### src/rtl/sbrs_pkg.sv
`timescale 1ns / 1ps

package sbrs_pkg;

   localparam int ADDR_BITS_DEFAULT  = 48;
   localparam int MAX_PIECES_DEFAULT = 64;

   localparam int CSR_ADDR_W = 4;
   localparam int CSR_DATA_W = 32;

   localparam logic [1:0] REG_BLOCK_SIZE_LOG2 = 2'd0;
   localparam logic [1:0] REG_SHARD_SIZE_LOG2 = 2'd1;
   localparam logic [1:0] REG_NUM_SHARDS      = 2'd2;

   localparam logic [4:0] BLOCK_SIZE_LOG2_RST = 5'd6;
   localparam logic [5:0] SHARD_SIZE_LOG2_RST = 6'd20;
   localparam logic [8:0] NUM_SHARDS_RST      = 9'd4;

   localparam logic [8:0] NUM_SHARDS_MAX = 9'd256;

endpackage

### src/rtl/shard_boundary_request_splitter_unit.sv
// Shard boundary request splitter.
// Request channel: pulse start with req_start_address / req_size_in_bytes while
// busy is low; the word is taken at that edge. The range is cut into whole-block
// pieces, one per shard region touched, each sent to region mod num_shards.
// Result channel: each piece is one rsp_valid cycle with its fields; the receiver
// cannot stall, so pieces leave back to back, one per cycle.
// Timing: after start the region number is reduced mod num_shards by a bit-serial
// restoring divider, one bit per cycle over the ADDR_BITS-bit dividend. Pieces then
// leave from ST_EMIT through the output registers, one per cycle; busy drops in
// the cycle the last piece shows, so no new request is taken before then.
// Zero shards: one unchanged word the cycle after start, busy stays low.
// Otherwise fewer bytes than one block: no word, busy stays low.
// At most MAX_PIECES per request; with bytes left, the last carries truncated.
// CSR port: APB-style, registers at byte offsets 0, 4, 8; the user must write them
// only while idle, the block itself does not enforce it. Reset (synchronous, active
// high) returns to idle, drops rsp_valid and loads the register defaults.
`timescale 1ns / 1ps

module shard_boundary_request_splitter_unit
   import sbrs_pkg::*;
#(
   parameter int ADDR_BITS  = ADDR_BITS_DEFAULT,
   parameter int MAX_PIECES = MAX_PIECES_DEFAULT
) (
   input  logic                  clock,
   input  logic                  reset,

   input  logic                  start,
   output logic                  busy,
   input  logic [ADDR_BITS-1:0]  req_start_address,
   input  logic [31:0]           req_size_in_bytes,

   output logic                  rsp_valid,
   output logic [ADDR_BITS-1:0]  rsp_piece_address,
   output logic [31:0]           rsp_piece_size,
   output logic [7:0]            rsp_target_shard,
   output logic                  rsp_last_piece,
   output logic                  rsp_truncated,

   input  logic                  psel,
   input  logic                  penable,
   input  logic                  pwrite,
   input  logic [CSR_ADDR_W-1:0] paddr,
   input  logic [CSR_DATA_W-1:0] pwdata,
   output logic [CSR_DATA_W-1:0] prdata,
   output logic                  pready
);

   localparam int BLK_W = (ADDR_BITS < 64) ? ADDR_BITS + 1 : 64;
   localparam int PW    = (MAX_PIECES > 1) ? $clog2(MAX_PIECES) : 1;
   localparam int DCW   = $clog2(ADDR_BITS + 1);

   typedef enum logic [1:0] {
      ST_IDLE,
      ST_MOD,
      ST_EMIT
   } state_type;

   state_type            state_ff, state_in;
   logic [BLK_W-1:0]     blk_ff, blk_in;
   logic [31:0]          rem_ff, rem_in;
   logic [63:0]          room_ff, room_in;
   logic [ADDR_BITS-1:0] div_ff, div_in;
   logic [DCW-1:0]       divcnt_ff, divcnt_in;
   logic [7:0]           shard_ff, shard_in;
   logic [PW-1:0]        k_ff, k_in;

   logic                 valid_ff, valid_in;
   logic [ADDR_BITS-1:0] addr_ff, addr_in;
   logic [31:0]          size_ff, size_in;
   logic [7:0]           tshard_ff, tshard_in;
   logic                 last_ff, last_in;
   logic                 trunc_ff, trunc_in;

   logic [4:0]           bsz_ff;
   logic [5:0]           ssz_ff;
   logic [8:0]           nsh_ff;

   logic                 accept;
   logic                 csr_write;
   logic [8:0]           n_eff;
   logic [5:0]           s_eff;
   logic [5:0]           rlog;
   logic [63:0]          pow;
   logic [63:0]          blk64;
   logic [31:0]          start_rem;
   logic [8:0]           trial;
   logic [8:0]           trial_red;
   logic [31:0]          cnt;
   logic [31:0]          rem_after;
   logic                 at_cap;
   logic                 fin;
   logic [8:0]           shard_inc;

   assign busy      = (state_ff != ST_IDLE);
   assign accept    = start && !busy;
   assign pready    = 1'b1;
   assign csr_write = psel && penable && pwrite && pready;

   assign n_eff     = (nsh_ff > NUM_SHARDS_MAX) ? NUM_SHARDS_MAX : nsh_ff;
   assign s_eff     = (ssz_ff < {1'b0, bsz_ff}) ? {1'b0, bsz_ff} : ssz_ff;
   assign rlog      = s_eff - {1'b0, bsz_ff};
   assign pow       = 64'(1) << rlog;
   assign blk64     = 64'(blk_ff);
   assign start_rem = req_size_in_bytes >> bsz_ff;

   // restoring mod step, one dividend bit per cycle
   assign trial     = {shard_ff, div_ff[ADDR_BITS-1]};
   assign trial_red = (trial >= n_eff) ? trial - n_eff : trial;

   assign cnt       = (64'(rem_ff) < room_ff) ? rem_ff : room_ff[31:0];
   assign rem_after = rem_ff - cnt;
   assign at_cap    = (k_ff == PW'(MAX_PIECES - 1));
   assign fin       = (rem_after == 32'd0) || at_cap;
   assign shard_inc = {1'b0, shard_ff} + 9'd1;

   always_comb begin
      state_in  = state_ff;
      blk_in    = blk_ff;
      rem_in    = rem_ff;
      room_in   = room_ff;
      div_in    = div_ff;
      divcnt_in = divcnt_ff;
      shard_in  = shard_ff;
      k_in      = k_ff;
      valid_in  = 1'b0;
      addr_in   = addr_ff;
      size_in   = size_ff;
      tshard_in = tshard_ff;
      last_in   = last_ff;
      trunc_in  = trunc_ff;
      case (state_ff)
         ST_IDLE: begin
            if (accept) begin
               if (n_eff == 9'd0) begin
                  valid_in  = 1'b1;
                  addr_in   = req_start_address;
                  size_in   = req_size_in_bytes;
                  tshard_in = 8'd0;
                  last_in   = 1'b1;
                  trunc_in  = 1'b0;
               end else if (start_rem != 32'd0) begin
                  state_in  = ST_MOD;
                  blk_in    = BLK_W'(req_start_address >> bsz_ff);
                  rem_in    = start_rem;
                  div_in    = req_start_address >> s_eff;
                  divcnt_in = DCW'(ADDR_BITS);
                  shard_in  = 8'd0;
                  k_in      = '0;
               end
            end
         end
         ST_MOD: begin
            div_in    = div_ff << 1;
            shard_in  = trial_red[7:0];
            divcnt_in = divcnt_ff - DCW'(1);
            room_in   = pow - (blk64 & (pow - 64'd1));
            if (divcnt_ff == DCW'(1)) begin
               state_in = ST_EMIT;
            end
         end
         ST_EMIT: begin
            valid_in  = 1'b1;
            addr_in   = ADDR_BITS'(blk64 << bsz_ff);
            size_in   = 32'(64'(cnt) << bsz_ff);
            tshard_in = shard_ff;
            last_in   = fin;
            trunc_in  = (rem_after != 32'd0) && at_cap;
            blk_in    = blk_ff + BLK_W'(cnt);
            rem_in    = rem_after;
            room_in   = pow;
            shard_in  = (shard_inc == n_eff) ? 8'd0 : shard_inc[7:0];
            k_in      = k_ff + PW'(1);
            if (fin) begin
               state_in = ST_IDLE;
            end
         end
         default: begin
            state_in = ST_IDLE;
         end
      endcase
   end

   always_ff @(posedge clock) begin
      if (reset) begin
         state_ff <= ST_IDLE;
         valid_ff <= 1'b0;
      end else begin
         state_ff <= state_in;
         valid_ff <= valid_in;
      end
      blk_ff    <= blk_in;
      rem_ff    <= rem_in;
      room_ff   <= room_in;
      div_ff    <= div_in;
      divcnt_ff <= divcnt_in;
      shard_ff  <= shard_in;
      k_ff      <= k_in;
      addr_ff   <= addr_in;
      size_ff   <= size_in;
      tshard_ff <= tshard_in;
      last_ff   <= last_in;
      trunc_ff  <= trunc_in;
   end

   always_ff @(posedge clock) begin
      if (reset) begin
         bsz_ff <= BLOCK_SIZE_LOG2_RST;
         ssz_ff <= SHARD_SIZE_LOG2_RST;
         nsh_ff <= NUM_SHARDS_RST;
      end else if (csr_write) begin
         case (paddr[3:2])
            REG_BLOCK_SIZE_LOG2: bsz_ff <= pwdata[4:0];
            REG_SHARD_SIZE_LOG2: ssz_ff <= pwdata[5:0];
            REG_NUM_SHARDS:      nsh_ff <= pwdata[8:0];
            default: ;
         endcase
      end
   end

   always_comb begin
      case (paddr[3:2])
         REG_BLOCK_SIZE_LOG2: prdata = 32'(bsz_ff);
         REG_SHARD_SIZE_LOG2: prdata = 32'(ssz_ff);
         REG_NUM_SHARDS:      prdata = 32'(nsh_ff);
         default:             prdata = 32'd0;
      endcase
   end

   assign rsp_valid         = valid_ff;
   assign rsp_piece_address = addr_ff;
   assign rsp_piece_size    = size_ff;
   assign rsp_target_shard  = tshard_ff;
   assign rsp_last_piece    = last_ff;
   assign rsp_truncated     = trunc_ff;

`ifndef SYNTHESIS
   a_no_word_in_mod: assert property (@(posedge clock) disable iff (reset)
      (state_ff == ST_MOD) |-> !rsp_valid)
      else $error("result word during modulo phase");

   a_trunc_on_last: assert property (@(posedge clock) disable iff (reset)
      (rsp_valid && rsp_truncated) |-> rsp_last_piece)
      else $error("truncated flag on a non-final word");

   a_pieces_contiguous: assert property (@(posedge clock) disable iff (reset)
      (rsp_valid && !rsp_last_piece) |=> rsp_valid)
      else $error("gap between pieces of one request");
`endif

endmodule

### config.mk
export PLATFORM = sky130hd
export DESIGN_NAME = shard_boundary_request_splitter_unit
export DESIGN_NICKNAME = d
export VERILOG_FILES = /design/src/rtl/sbrs_pkg.sv /design/src/rtl/shard_boundary_request_splitter_unit.sv
export SDC_FILE = /design/constraint.sdc
export NUM_CORES = 2
export LEC_CHECK = 0
export BUFFER_PORTS_ARGS = -buffer_cell sky130_fd_sc_hd__buf_2
export CAP_MARGIN = 30
export CORE_MARGIN = 3
export CORE_UTILIZATION = 45
export CTS_BUF_LIST = sky130_fd_sc_hd__clkbuf_2
export DETAILED_ROUTE_END_ITERATION = 16
export PLACE_DENSITY = 0.59
export SLEW_MARGIN = 25
export SYNTH_ARGS = -nofsm -noshare
export SYNTH_HDL_FRONTEND = slang
export SYNTH_SLANG_ARGS = --single-unit
export TNS_END_PERCENT = 10
### constraint.sdc
create_clock -name clock -period 18.3 [get_ports clock]
set_input_delay 3.66 -clock clock [delete_from_list [all_inputs] [get_ports clock]]
set_output_delay 3.66 -clock clock [all_outputs]
set_load 0.03 [all_outputs]
==> flow_summary.toml <==
[status]
outcome = "finished, final reports clean"

[clock_network]
clkSlewWorstSetupHoldPaths_ns = 0.11
clock_sinks = 326
cts_buffers = 94
clockBufferDepth = 3
htreeDepth = 3
ctsHoldBuffers = 0
cts_resized = 0
cts_tree = "yes"
cts_root_buf = "clkbuf_2"
clk_latency_ns = 1.20
post-cts-setup-buffer-count = 0

[sta]
period_share = 0.580
hold_viol_final = 0
drv_slew = 0
setup_violations = 0
worst_clock_skew_ns = 0.165
hold_ws_ns = 0.474
tightest_slew_ns = 1.07
rsz0062_at_grt = "false"
finalCriticalPeriod_ns = 10.61
tns_ns = 0
fmax_mhz = 94.3
slew_headroom = 0.281

[yosys]
syn_area_per_cell_sq_um = 8.27
ys_ff_latch = 326
synthFlopType = "edfxtp_1"
netlist_instances = 4270
yosysWarnings = 0
ys_top_cells_by_count = "629 x nand2_1, 412 x nor2_1, 341 x a21oi_1"
netlist_top_cells_area = "edfxtp_1 26%, mux4_2 7.8%, mux2i_1 7.7%"
yosys.area.top_type = "edfxtp_1"
ys_seq_area_frac = 0.271
syn_area_sq_um = 35300
yosysMostFrequentCell = "nand2_1"
async_flop_share = 0
synth_edf_count = 303
synth_top_area_frac = 0.258
ys_types = 110

[routing]
drc = 0
ant_nets = 0
wl_per_cell_microns = 26.4
wl_mm = 144
via_per_inst = 6.59
drt_iter0_markers = 5056
vias = 35900
first_pass_iters = 7

[run]
maxCapViolations = 0

[setup_path]
worstPathArrival_ns = 11.49
end_kind = "register"
crit_required_ns = 19.19
cp_slowest_cell = "dfxtp_4"
crit_path_start_kind = "register"
crit_top_cell = "ha_1"
critPathKind = "reg2reg"
slowest_delay_ns = 0.77
critPathMaxFanout = 47

[die]
start_util = 0.455
io_pins = 247
dieArea_sq_um = 81900
die_h_microns = 286
die_x_microns = 286
placementRows = 102
core-area_sq_um = 77600

[layout]
multi_input_area_sq_um = 24000
fillerInstances = 7832
design_area_sq_um = 37900
regArea_sq_um = 9580
drive_gt1_frac = 0.153
nNetsFinal = 4585
area_growth_pct = 7.21
instances_no_fill = 5451

[place]
gp_congestion = 1.01
placed_area_sq_um = 36900
dp.cells = 5273
dp_hpwl_mm = 109
portBuffers = 197

[grt]
grt_pass1_vias = 32500
grt_usage = 0.336
grt_max_degree = 94
grt_pass1_wl_mm = 210
antenna_found_initial = 3
overflow = 0

[power]
p_leak_uw = 0.0156
vdd_drop_max_uv = 68.4
p_per_area_nw_per_um2 = 148
p_total_uw = 5620

[hold_path]
min-delay-path-class = "reg2reg"
==> per-stage QoR <==
| step | util | setup WS (ns) |
|---|---|---|
| 2_1_floorplan | - | 8.33 |
| 3_3_place_gp | 0.476 | 8.05 |
| 3_5_place_dp | 0.476 | 7.96 |
| 4_1_cts | 0.487 | 7.91 |
| 5_1_grt | 0.488 | 7.10 |
| 6_report | 0.488 | 7.69 |
==> report_power, final <==
| part | total, uW | leakage (uW) | switching [uW] | internal, uW |
|---|---|---|---|---|
| Combinational | 3460 | 0.0119 | 2180 | 1290 |
| Sequential | 1580 | 0.00304 | 363 | 1220 |
| Clock | 575 | 0.000656 | 364 | 211 |
| Total | 5620 | 0.0156 | 2900 | 2710 |
==> layer usage <==
metal,track usage,routed length (microns),vias to the layer above
met1,0.463,59200,17100
li1,-,-,16200
met5,0,13,-
met4,0.152,7370,2
met3,0.0659,14500,421
met2,0.512,62900,2259
==> logic make-up after synthesis <==
logic type / Yosys count / synth area share
buf+inv: 478 / 0.0551
xor+xnor: 142 / 0.0352
simple gates: 1526 / 0.193
flops: 326 / 0.271
compound gates: 1230 / 0.230
fa+ha+maj: 129 / 0.0468
other cells: 2 / 0.000213
mux: 437 / 0.169
==> registers in the layout, summed over array words and instances, names as in the netlist, 9 cells and up <==
name               count
room_ff               64
rsp_piece_size        32
rsp_piece_address     48
nsh_ff                 9
blk_ff                49
div_ff                48
rem_ff                32
==> placed cells by master (no fill, tap or decap), types with 121 or more instances in the layout <==
cell type	instances
mux2i_1	270
clkbuf_2	126
edfxtp_1	303
nor2_1	411
nand2_1	629
mux4_2	123
ha_1	121
a21oi_1	340
inv_1	147
o21ai_0	241
buf_2	201
==> layout make-up <==
class / instances / share of cell area
Antenna cell: 1 / 0.0000661
Clock buffer: 124 / 0.0164
Clock inverter: 48 / 0.00684
Inverter: 156 / 0.0156
Multi-Input combinational cell: 3488 / 0.634
Sequential cell: 326 / 0.253
Tap cell: 1040 / 0.0344
Timing Repair Buffer: 268 / 0.0401
==> worst max-delay path: cells and delay by family, from the launching register on <==
| kind | cells | cell delay, ns |
|---|---|---|
| DFF | 1 | 0.77 |
| AOI/OAI and AO/OA | 13 | 4.58 |
| adders and majority gates | 3 | 1.18 |
| and+or+nand+nor | 8 | 1.59 |
| buffers and inverters | 5 | 1.79 |
| muxes | 1 | 0.33 |
==> final timing paths <==
kind	from	end	slack, ns	depth (start not counted)
hold / removal	div_ff[44]	div_ff[45]	0.47	1
hold reg to reg	div_ff[44]	div_ff[45]	0.47	1
setup / recovery	bsz_ff[2]	room_ff[33]	7.69	30
setup reg to reg	bsz_ff[2]	room_ff[33]	7.69	30
Power figures use the tool's default switching activity.
